File: src/hdl/srp_pkg.sv
// ----------------------------------------------------------------------------
// srp_pkg
// Shared types and constants for the semicolon record parser.
// ----------------------------------------------------------------------------
`default_nettype none

package srp_pkg;

    // one input word: a byte of the text line plus end-of-line marker
    typedef struct packed {
        logic [7:0] char_in;
        logic       line_last;
    } t_in_word;

    // one result word: status and the parsed record
    typedef struct packed {
        logic [1:0]        status;
        logic [15:0]       year_out;
        logic [3:0]        month_out;
        logic [4:0]        day_out;
        logic [4:0]        hour_out;
        logic [5:0]        minute_out;
        logic signed [7:0] temp_out;
    } t_out_word;

    // status codes
    localparam logic [1:0] ST_OK     = 2'd0;
    localparam logic [1:0] ST_FORMAT = 2'd1;
    localparam logic [1:0] ST_RANGE  = 2'd2;

    // characters
    localparam logic [7:0] CH_SEP     = 8'h3B;
    localparam logic [7:0] CH_PLUS    = 8'h2B;
    localparam logic [7:0] CH_MINUS   = 8'h2D;
    localparam logic [7:0] CH_HASH    = 8'h23;
    localparam logic [7:0] CH_NEWLINE = 8'h0A;
    localparam logic [7:0] CH_ZERO    = 8'h30;
    localparam logic [7:0] CH_NINE    = 8'h39;
    localparam logic [7:0] CH_SPACE   = 8'h20;
    localparam logic [7:0] CH_TAB     = 8'h09;
    localparam logic [7:0] CH_CR      = 8'h0D;

    // field positions
    localparam logic [2:0] FLD_YEAR   = 3'd0;
    localparam logic [2:0] FLD_MONTH  = 3'd1;
    localparam logic [2:0] FLD_DAY    = 3'd2;
    localparam logic [2:0] FLD_HOUR   = 3'd3;
    localparam logic [2:0] FLD_MINUTE = 3'd4;
    localparam logic [2:0] FLD_TEMP   = 3'd5;

    // field limits
    localparam logic [19:0] SAT_MAG    = 20'd999;
    localparam logic [15:0] MONTH_MAX  = 16'd12;
    localparam logic [15:0] DAY_MAX    = 16'd31;
    localparam logic [15:0] HOUR_MAX   = 16'd23;
    localparam logic [15:0] MINUTE_MAX = 16'd59;
    localparam logic [15:0] TEMP_MAX   = 16'd99;

endpackage

`default_nettype wire

File: src/hdl/srp_out_skid.sv
// ----------------------------------------------------------------------------
// srp_out_skid
// Result register with one skid entry; upstream stall is registered.
// ----------------------------------------------------------------------------
`default_nettype none

module srp_out_skid import srp_pkg::*; (
    input  wire logic      i_clk,
    input  wire logic      i_rst_n,
    input  wire logic      i_push,
    input  wire t_out_word i_data,
    input  wire logic      i_stall,
    output logic           o_valid,
    output t_out_word      o_data,
    output logic           o_full
);

    logic      r_valid;
    logic      r_skid_valid;
    t_out_word r_data;
    t_out_word r_skid_data;
    logic      take;

    assign take = r_valid & ~i_stall;

    always_ff @(posedge i_clk) begin
        if (!i_rst_n) begin
            r_valid      <= 1'b0;
            r_skid_valid <= 1'b0;
        end else if (r_skid_valid) begin
            if (take) begin
                r_data       <= r_skid_data;
                r_skid_valid <= 1'b0;
            end
        end else if (!r_valid || take) begin
            r_valid <= i_push;
            if (i_push) begin
                r_data <= i_data;
            end
        end else if (i_push) begin
            r_skid_data  <= i_data;
            r_skid_valid <= 1'b1;
        end
    end

    assign o_valid = r_valid;
    assign o_data  = r_data;
    assign o_full  = r_skid_valid;

endmodule

`default_nettype wire

File: src/hdl/semicolon_record_parser.sv
// ----------------------------------------------------------------------------
// semicolon_record_parser
// Byte-serial parser for "year;month;day;hour;minute;temperature" lines.
// ----------------------------------------------------------------------------
//
//  channel | direction | payload     | handshake
//  --------+-----------+-------------+------------------------------------
//  in      | input     | t_in_word   | i_in_valid / o_in_stall
//  out     | output    | t_out_word  | o_out_valid / i_out_stall
//
//  One word is taken per cycle while o_in_stall is low; each byte is folded
//  into the parse state in the cycle it is accepted (one multiply-by-ten
//  and add, plus compares). The record of the word carrying line_last is
//  registered on o_out_*, or in the skid entry behind a stalled record.
//  Reset clears the parse state and empties the result register and skid.
//  o_in_stall rises only when both result register and skid entry hold
//  records, i.e. after a record met a stalled output; driven from a flop.
// ----------------------------------------------------------------------------
`default_nettype none

module semicolon_record_parser import srp_pkg::*; (
    input  wire logic     i_clk,
    input  wire logic     i_rst_n,
    input  wire logic     i_in_valid,
    input  wire t_in_word i_in_data,
    output logic          o_in_stall,
    output logic          o_out_valid,
    output t_out_word     o_out_data,
    input  wire logic     i_out_stall
);

    // scan phases within a field
    localparam logic [1:0] PH_START = 2'd0;   // awaiting field start
    localparam logic [1:0] PH_SIGN  = 2'd1;   // sign seen, digit needed
    localparam logic [1:0] PH_DIGIT = 2'd2;   // inside digits
    localparam logic [1:0] PH_DONE  = 2'd3;   // temperature finished

    // parse state
    logic [2:0]  r_field, n_field;
    logic [1:0]  r_phase, n_phase;
    logic [15:0] r_accum, n_accum;
    logic        r_minus, n_minus;
    logic [15:0] r_year, n_year;
    logic [3:0]  r_month, n_month;
    logic [4:0]  r_day, n_day;
    logic [4:0]  r_hour, n_hour;
    logic [5:0]  r_minute, n_minute;
    logic [1:0]  r_fail, n_fail;
    logic        r_at_start, n_at_start;
    logic        r_skip, n_skip;

    logic        in_acc;
    logic        push;
    t_out_word   rec;
    logic        skid_full;

    // byte classification
    logic [7:0]  c;
    logic        is_digit;
    logic        is_space;
    logic [3:0]  digit;
    logic [19:0] prod;
    logic [15:0] acc_next;
    logic        bad;
    logic [1:0]  status;

    assign c        = i_in_data.char_in;
    assign is_digit = (c >= CH_ZERO) && (c <= CH_NINE);
    assign is_space = (c == CH_SPACE) || ((c >= CH_TAB) && (c <= CH_CR));
    assign digit    = 4'(c - CH_ZERO);

    // accumulator times ten plus digit; year wraps, others saturate at 999
    assign prod = {1'b0, r_accum, 3'b000} + {3'b000, r_accum, 1'b0} + {16'd0, digit};
    assign acc_next = (r_field == FLD_YEAR) ? prod[15:0]
                    : ((prod > SAT_MAG) ? SAT_MAG[15:0] : prod[15:0]);

    // range check of the field closed by a separator
    always_comb begin
        case (r_field)
            FLD_YEAR:   bad = 1'b0;
            FLD_MONTH:  bad = (r_accum == 16'd0) || (r_accum > MONTH_MAX);
            FLD_DAY:    bad = (r_accum == 16'd0) || (r_accum > DAY_MAX);
            FLD_HOUR:   bad = (r_accum > HOUR_MAX);
            default:    bad = (r_accum > MINUTE_MAX);
        endcase
    end

    assign in_acc = i_in_valid & ~o_in_stall;

    always_comb begin
        n_field    = r_field;
        n_phase    = r_phase;
        n_accum    = r_accum;
        n_minus    = r_minus;
        n_year     = r_year;
        n_month    = r_month;
        n_day      = r_day;
        n_hour     = r_hour;
        n_minute   = r_minute;
        n_fail     = r_fail;
        n_at_start = 1'b0;
        n_skip     = r_skip | (r_at_start & ((c == CH_HASH) || (c == CH_NEWLINE)));
        push       = 1'b0;
        status     = ST_OK;
        rec        = '0;

        // fold one byte into the parse state; format failure freezes it
        if (!n_skip && (r_fail != ST_FORMAT) && (r_phase != PH_DONE)) begin
            case (r_phase)
                PH_START: begin
                    if (is_space) begin
                        n_phase = PH_START;
                    end else if (c == CH_PLUS) begin
                        n_phase = PH_SIGN;
                    end else if (c == CH_MINUS) begin
                        if (r_field == FLD_TEMP) begin
                            n_minus = 1'b1;
                            n_phase = PH_SIGN;
                        end else begin
                            n_fail = ST_FORMAT;
                        end
                    end else if (is_digit) begin
                        n_accum = {12'd0, digit};
                        n_phase = PH_DIGIT;
                    end else begin
                        n_fail = ST_FORMAT;
                    end
                end
                PH_SIGN: begin
                    if (is_digit) begin
                        n_accum = {12'd0, digit};
                        n_phase = PH_DIGIT;
                    end else begin
                        n_fail = ST_FORMAT;
                    end
                end
                default: begin
                    if (is_digit) begin
                        n_accum = acc_next;
                    end else if (r_field >= FLD_TEMP) begin
                        n_phase = PH_DONE;      // trailing text ignored
                    end else if (c != CH_SEP) begin
                        n_fail = ST_FORMAT;
                    end else begin
                        case (r_field)
                            FLD_YEAR:   n_year   = r_accum;
                            FLD_MONTH:  n_month  = bad ? 4'd0 : r_accum[3:0];
                            FLD_DAY:    n_day    = bad ? 5'd0 : r_accum[4:0];
                            FLD_HOUR:   n_hour   = bad ? 5'd0 : r_accum[4:0];
                            default:    n_minute = bad ? 6'd0 : r_accum[5:0];
                        endcase
                        if (bad && (r_fail == ST_OK)) begin
                            n_fail = ST_RANGE;
                        end
                        n_field = 3'(r_field + 3'd1);
                        n_phase = PH_START;
                        n_accum = 16'd0;
                        n_minus = 1'b0;
                    end
                end
            endcase
        end

        // end of line: build the record, then return to the line-start state
        if (i_in_data.line_last) begin
            push = ~n_skip;
            if ((n_fail == ST_FORMAT) || (n_field != FLD_TEMP) ||
                (n_phase == PH_START) || (n_phase == PH_SIGN)) begin
                status = ST_FORMAT;
            end else if ((n_accum > TEMP_MAX) || (n_fail == ST_RANGE)) begin
                status = ST_RANGE;
            end else begin
                status = ST_OK;
            end
            rec.status = status;
            if (status == ST_OK) begin
                rec.year_out   = n_year;
                rec.month_out  = n_month;
                rec.day_out    = n_day;
                rec.hour_out   = n_hour;
                rec.minute_out = n_minute;
                rec.temp_out   = n_minus ? 8'(8'd0 - n_accum[7:0]) : n_accum[7:0];
            end
            n_field    = FLD_YEAR;
            n_phase    = PH_START;
            n_accum    = 16'd0;
            n_minus    = 1'b0;
            n_year     = 16'd0;
            n_month    = 4'd0;
            n_day      = 5'd0;
            n_hour     = 5'd0;
            n_minute   = 6'd0;
            n_fail     = ST_OK;
            n_at_start = 1'b1;
            n_skip     = 1'b0;
        end
    end

    always_ff @(posedge i_clk) begin
        if (!i_rst_n) begin
            r_field    <= FLD_YEAR;
            r_phase    <= PH_START;
            r_accum    <= 16'd0;
            r_minus    <= 1'b0;
            r_year     <= 16'd0;
            r_month    <= 4'd0;
            r_day      <= 5'd0;
            r_hour     <= 5'd0;
            r_minute   <= 6'd0;
            r_fail     <= ST_OK;
            r_at_start <= 1'b1;
            r_skip     <= 1'b0;
        end else if (in_acc) begin
            r_field    <= n_field;
            r_phase    <= n_phase;
            r_accum    <= n_accum;
            r_minus    <= n_minus;
            r_year     <= n_year;
            r_month    <= n_month;
            r_day      <= n_day;
            r_hour     <= n_hour;
            r_minute   <= n_minute;
            r_fail     <= n_fail;
            r_at_start <= n_at_start;
            r_skip     <= n_skip;
        end
    end

    // result register plus skid entry
    srp_out_skid u_out (
        .i_clk   (i_clk),
        .i_rst_n (i_rst_n),
        .i_push  (in_acc & push),
        .i_data  (rec),
        .i_stall (i_out_stall),
        .o_valid (o_out_valid),
        .o_data  (o_out_data),
        .o_full  (skid_full)
    );

    assign o_in_stall = skid_full;

endmodule

`default_nettype wire

File: config.mk
export PLATFORM = sky130hd
export DESIGN_NAME = semicolon_record_parser
export DESIGN_NICKNAME = d
export VERILOG_FILES = /design/src/hdl/srp_pkg.sv /design/src/hdl/srp_out_skid.sv /design/src/hdl/semicolon_record_parser.sv
export SDC_FILE = /design/constraint.sdc
export NUM_CORES = 1
export LEC_CHECK = 0
export BUFFER_PORTS_ARGS = -buffer_cell sky130_fd_sc_hd__buf_4
export CAP_MARGIN = 20
export CELL_PAD_IN_SITES_DETAIL_PLACEMENT = 0
export CELL_PAD_IN_SITES_GLOBAL_PLACEMENT = 1
export CORE_MARGIN = 10
export CORE_UTILIZATION = 40
export DETAILED_ROUTE_END_ITERATION = 10
export PLACE_DENSITY = 0.72
export SLEW_MARGIN = 20
export SYNTH_ARGS = -nofsm -noshare
export SYNTH_HDL_FRONTEND = slang
export SYNTH_SLANG_ARGS = --single-unit
File: constraint.sdc
create_clock -name i_clk -period 7.47 [get_ports i_clk]
set_input_delay 1.1205 -clock i_clk [delete_from_list [all_inputs] [get_ports i_clk]]
set_output_delay 1.1205 -clock i_clk [all_outputs]
set_load 0.05 [all_outputs]
==> metrics, run 1 <==
Final Max Tran Viols 0; RSZ-0062 raised after global routing no; Distinct cells, synth 79; GR Layer Usage met3 0.0344; full die area 29,900 sq um; share of layout cells above drive strength 1 0.127; CP Capture Type flop; Top Ports 61; Final Critical Period 6060 ps; pwr/cell area 178 nW/um^2; Worst-Skew Late Latency 420 ps; CTS tree done; n_diodes 0; DRC Markers 0; fin util 0.464; CP arrival 6300 ps; Core ar. 22,800 sq um; Clock Sink Count 156; Post-CTS Setup Bufs 0; Seq/Total Area, Yosys 0.433; Cells after Synth 1,006; Synth Area in Compound Gates 0.219; ys flop type edfxtp_1; Root Driver clkbuf_16; total negative slack 0 ps; Worst Hold Class reg -> reg; M1 GR Usage 0.242; via count 7,691; number of flops mapped to enable cells by yosys 92; die width 173 um; mean area per synthesized cell 9.29 sq um; DRT antenna net count 0; Max Clk Rate 0.165 GHz; area of the mapped netlist 9350 sq um; met2 GRT Util 0.234; PostCTS Resize Cnt 0; H-tree levels 4; gr ovfl total 0; Pre-antenna DRT Iters 5; CP Class in -> reg; vias in the first global route 7,015; Overall Global Routing Usage 0.163; startpoint types input port; #FFs+latches synth 156; final net count 1,081; Synth Area in Adders 0.0551; FP Rows 55; Hold Fails Final Rpt 0; final setup violation count 0; required time of the critical path 7710 ps; CTS clk-pin slew, worst paths 60 ps; xor/xnor cell area share of the yosys netlist 0.0112; drt initial violations 804; largest net degree at the start of global routing 93; antenna violations before repair 0; CTS Buf Count 17; asr flop ratio synth 0; cts hold-fix bufs 0; routability cong. 0.881; clk_skew 5.44 ps; Initial Util 0.409; Finished Layout Cells 1,354; Peak VDD IR 0.000189 V; multiplexer area fraction after synthesis 0.0355; buffer levels on the longest clock path 2; status completed; chip height 173 um; P&R area growth vs syn 13.3%; wire length per cell 18.4 um; Placed Cells incl. Taps 1,322; Routed WL 24,900 um; worst-path fanout max 50; Max Cap Viol 0; most common cell after layout, fill and taps aside nand2_1; warning count from the yosys run 0; Tcrit/Tclk final 0.811; leakage 3.94 nW; Syn Nets 1,059; gr busiest metal met1; main combinational cell family by area after synthesis compound AO/OA/AOI/OAI gates; most frequent cells in the layout nand2_1 (114), edfxtp_1 (92), nor2_1 (84), buf_4 (72), dfxtp_1 (63); first-pass GRT wire length 40,500 um; Simple-Gate Fraction of Synth Area 0.203; Relative slew margins 0.273; post-DP HPWL 17,800 um; # port buffers 60; worst-margin pin slew 1090 ps; Via density 5.68
[final timing paths]
| check | depth (start not counted) | end | startpoint | slack (ps) |
|---|---|---|---|---|
| max | 16 | u_out.o_data[33] | i_in_data[4] | 1410 |
| min | 1 | r_at_start | r_at_start | 480 |
| max reg2reg | 15 | u_out.o_data[33] | r_accum[2] | 1520 |
| min reg2reg | 1 | r_at_start | r_at_start | 480 |
[power by group]
part / switching [mW] / total (mW) / internal, mW
sequential: 0.00580 / 0.919 / 0.913
clock: 0.374 / 0.844 / 0.470
combinational: 0.0895 / 0.125 / 0.0353
[worst max-delay path: stages]
cell and delay, ps:
buf_4 150, inv_1 120, fa_1 540, inv_1 60, fa_1 450, a21o_1 230
a221oi_1 520, mux2i_1 210, a32oi_1 330, nor4b_4 410, nand2_1 150, o21ai_0 310
a31o_2 280, nand4_4 650, buf_4 490, o31ai_1 250
[routing by layer]
| layer | up-vias | part of all wire |
|---|---|---|
| li1 | 3792 | - |
| met1 | 3641 | 0.51 |
| met2 | 233 | 0.42 |
| met3 | 25 | 0.054 |
| met4 | 0 | 0.011 |
| met5 | - | 0 |
[sequential cells by signal (all words and copies together) (netlist names)]
name / cells
u_out.o_full: 1
u_out.o_data: 46
r_accum: 16
r_phase: 2
r_field: 3
r_year: 16
r_fail: 2
r_minute: 6
u_out.r_skid_data: 46
r_minus: 1
u_out.o_valid: 1
r_day: 5
r_skip: 1
r_month: 4
r_at_start: 1
r_hour: 5
[logic make-up (layout without fill, tap and decap cells)]
family / count (synthesis) / count (layout)
multiplexers: 33 / 33
AND/OR/NAND/NOR: 376 / 376
AO/OA/AOI/OAI: 288 / 288
XOR/XNOR: 12 / 12
buffers and inverters: 101 / 136
flip-flops: 156 / 156
adder cells (fa/ha/maj): 40 / 40
[cell usage after synthesis (all sizes together), types with 5 or more instances]
cell	n	area [sq um]
o21a	6	45.0
o2111ai	6	52.6
nand3	14	70.1
o22ai	6	51.3
and3	14	87.6
a211oi	12	95.1
dfxtp	64	1280
xnor2	7	61.3
nand4	14	93.8
a21boi	6	45.0
nor2	85	319
mux2i	32	320
a31oi	8	50.1
a32oi	5	43.8
a21oi	42	210
and2	37	231
a2111oi	5	43.8
o31ai	49	398
o21ai	57	285
or3	8	55.1
a22oi	29	218
a21o	11	82.6
edfxtp	92	2760
nor4	8	62.6
ha	38	475
nor3	22	115
nand2b	5	31.3
inv	32	120
xor2	5	43.8
clkbuf	54	203
buf	15	90.1
nor2b	39	244
nand2	114	428
[final cells by class]
| type | instances | area, sq um |
|---|---|---|
| Timing Repair Buffer | 72 | 541 |
| Multi-Input combinational cell | 749 | 4920 |
| Tap cell | 313 | 392 |
| Sequential cell | 156 | 4050 |
| Clock buffer | 17 | 425 |
| Clock inverter | 15 | 154 |
| Fill cell | 2262 | 12300 |
| Inverter | 32 | 120 |
[metrics by stage]
stage | hold slack [ps] | power, mW | area, sq um | setup WS [ps]
after global routing | 497 | 1.95 | 10600 | 1000
after floorplan | 426 | 1.02 | 9350 | 2060
after CTS | 473 | 1.90 | 10600 | 1480
after global placement | 458 | 1.06 | 10000 | 1210
final | 481 | 1.89 | 10600 | 1410
after detailed placement | 449 | 1.06 | 10000 | 1030
Note: power is estimated with default switching activity, not from simulation.
==> inputs of run 2 (changes only) <==
--- a/config.mk
+++ b/config.mk
@@ -5,6 +5,7 @@
 export SDC_FILE = /design/constraint.sdc
 export NUM_CORES = 1
 export LEC_CHECK = 0
+export ABC_AREA = 1
 export BUFFER_PORTS_ARGS = -buffer_cell sky130_fd_sc_hd__buf_4
 export CAP_MARGIN = 20
 export CELL_PAD_IN_SITES_DETAIL_PLACEMENT = 0
@@ -12,7 +13,7 @@
 export CORE_MARGIN = 10
 export CORE_UTILIZATION = 40
 export DETAILED_ROUTE_END_ITERATION = 10
-export PLACE_DENSITY = 0.72
+export PLACE_DENSITY = 0.79
 export SLEW_MARGIN = 20
 export SYNTH_ARGS = -nofsm -noshare
 export SYNTH_HDL_FRONTEND = slang
==> constraint.sdc (replaced) <==
create_clock -name i_clk -period 5.22 [get_ports i_clk]
set_input_delay 0.783 -clock i_clk [delete_from_list [all_inputs] [get_ports i_clk]]
set_output_delay 0.783 -clock i_clk [all_outputs]
set_load 0.05 [all_outputs]
==> run 2 against run 1 <==
  * Wire length grew 2.9%
  * First-iteration DRC count shrank 21%
  * Critical path depth is 12 higher
  * Utilization about the same
  * Global-route usage increased by 0.60 points
  * Flip-flop and latch count unchanged
  * Sequential share of layout area down 0.77 points
  * Die area increased by 0.93%
  * Combinational power rose by 110%
  * Via count increased by 9.7%
==> metrics, run 2 <==
Relative slew margins 0.354; Worst Hold Class reg -> reg; RSZ-0062 raised after global routing no; warning count from the yosys run 0; Final Critical Period 4570 ps; CP arrival 4820 ps; Peak VDD IR 0.000173 V; Final Max Tran Viols 0; die width 174 um; Pre-antenna DRT Iters 5; clk_skew 12.7 ps; Post-DP Area 10,200 sq um; CTS Buf Count 17; ys flop type edfxtp_1; cts hold-fix bufs 0; Yosys top cell area share 0.292; chip height 174 um; most used cell, CP nand2_1; Max Cap Viol 0; via count 8,436; Overall Global Routing Usage 0.169; n_diodes 0; R2R Path Start r_accum[0]; # port buffers 60; Synth Area in Adders 0.0546; Core ar. 23,300 sq um; Hold Path Depth 2; total negative slack 0 ps; fin area 10,800 sq um; PostCTS Resize Cnt 0; Via density 4.99; status completed; Syn Nets 1,370; Hold Path Sink r_day[3]; FP Rows 56; most common cell after layout, fill and taps aside nand2_1; #FFs+latches synth 156; Seq/Total Area, Yosys 0.428; mean area per synthesized cell 7.17 sq um; Synth area leader edfxtp_1; most frequent cells in the layout nand2_1 (399), inv_1 (184), a21oi_1 (149), nor2_1 (140), edfxtp_1 (92); xor/xnor cell area share of the yosys netlist 0.00371; Clock Sink Count 156; CP Capture Type flop; H-tree levels 4; Distinct cells, synth 47; final setup violation count 0; post-DP HPWL 18,500 um; Hold Fails Final Rpt 0; drt initial violations 639; asr flop ratio synth 0; most frequent cell after synthesis nand2_1; pwr/cell area 264 nW/um^2; area of the mapped netlist 9450 sq um; CTS tree done; CTS clk-pin slew, worst paths 70 ps; r2r setup slk 650 ps; Hold Startpoint r_day[3]; P&R area growth vs syn 14.4%; CP Class reg -> reg; main combinational cell family by area after synthesis simple AND/OR/NAND/NOR gates; Fillers 2,399; vias in the first global route 7,963; antenna violations before repair 0; Worst-Skew Late Latency 430 ps; Routed WL 25,600 um; share of layout cells above drive strength 1 0.0919; worst-path fanout max 20; Root Driver clkbuf_16; required time of the critical path 5470 ps; Worst Reg-to-Reg Cells 28; Max Clk Rate 0.219 GHz; wire length per cell 15.2 um; buffer levels on the longest clock path 2; routability cong. 0.908; Simple-Gate Fraction of Synth Area 0.277; Post-synth top cells nand2_1 (401), inv_1 (185), a21oi_1 (149); multiplexer area fraction after synthesis 0.0106; first-pass GRT wire length 42,100 um; Initial Util 0.405; DRT antenna net count 0; Critical Path Slowest Stage Cell fa_1; Synth area leaders edfxtp_1 (29%), nand2_1 (16%), dfxtp_1 (14%); Reg2Reg Capture Point u_out.o_data[7]; gr ovfl total 0; Tcrit/Tclk final 0.875; largest net degree at the start of global routing 93; leakage 5.42 nW; Synth Area in Compound Gates 0.126; Top Ports 61; Cells after Synth 1,317; worst-margin pin slew 944 ps; DRC Markers 0; Crit path largest cell delay 560 ps; Post-CTS Setup Bufs 0; startpoint types flop; number of flops mapped to enable cells by yosys 92; final net count 1,411; full die area 30,200 sq um
[run 2: cell types whose count changed after synthesis, moves of 37 or more]
cell / delta
nand2_1: +287
inv_1: +153
a21oi_1: +107
nor2_1: +57
nand3_1: +41
o31ai_1: -40
nor2b_1: -39
and2_1: -37
[run 2: kinds of logic (layout without fill, tap and decap cells)]
family,count (synthesis),after routing
AOI/OAI and AO/OA,223,223
xor gates and xnor gates,4,4
adders and majority gates,40,40
buffers and inverters,241,295
DFF,156,156
muxes,10,10
and+or+nand+nor,643,643
[run 2: metrics by stage]
stage,total power [mW],util,setup WS (ps),cells,hold WS [ps]
global placement,1.61,0.437,503,1658,449
CTS,2.87,0.463,622,1690,465
floorplan,1.53,-,1190,1317,442
finish,2.86,0.463,655,1690,463
detailed placement,1.61,0.437,434,1658,455
global route,2.96,0.463,169,1690,480
[run 2: worst max-delay path by stage]
stage | from | to | slack, ps
2_1_floorplan | i_in_data[8] | u_out.o_data[0] | 1190
3_3_place_gp | i_in_data[4] | u_out.o_data[7] | 500
3_5_place_dp | i_in_data[4] | u_out.o_data[7] | 430
4_1_cts | r_accum[0] | u_out.o_data[7] | 620
5_1_grt | r_accum[0] | u_out.o_data[33] | 170
6_report | r_accum[0] | u_out.o_data[7] | 650
[run 2: cell type report]
| type | count | area, sq um | area share |
|---|---|---|---|
| Sequential cell | 156 | 4040 | 0.374 |
| Timing Repair Buffer | 73 | 561 | 0.0518 |
| Clock buffer | 17 | 425 | 0.0393 |
| Inverter | 190 | 713 | 0.0660 |
| Clock inverter | 15 | 176 | 0.0163 |
| Multi-Input combinational cell | 920 | 4490 | 0.416 |
| Tap cell | 319 | 399 | 0.0369 |
[run 2: worst max-delay path, delay by kind of cell, from the launching register on]
family                     cells  cell delay, ps
AOI/OAI and AO/OA              1             170
adders and majority gates      2            1060
and+or+nand+nor               22            2150
buffers and inverters          3             530
DFF                            1             460
[run 2: report_power, final]
| group | switching (mW) | leakage, nW | total [mW] | internal, mW |
|---|---|---|---|---|
| Clock | 0.556 | 0.288 | 1.28 | 0.722 |
| Combinational | 0.184 | 3.65 | 0.258 | 0.0739 |
| Sequential | 0.0115 | 1.47 | 1.32 | 1.31 |
| Total | 0.751 | 5.42 | 2.86 | 2.10 |
[run 2: per-layer routing]
layer / routed length, um / global-route usage / vias to the layer above
met5: 0 / 0 / -
met4: 365 / 0.0431 / 0
met3: 1270 / 0.0318 / 27
met2: 11300 / 0.263 / 224
met1: 12700 / 0.235 / 3846
li1: - / - / 4339
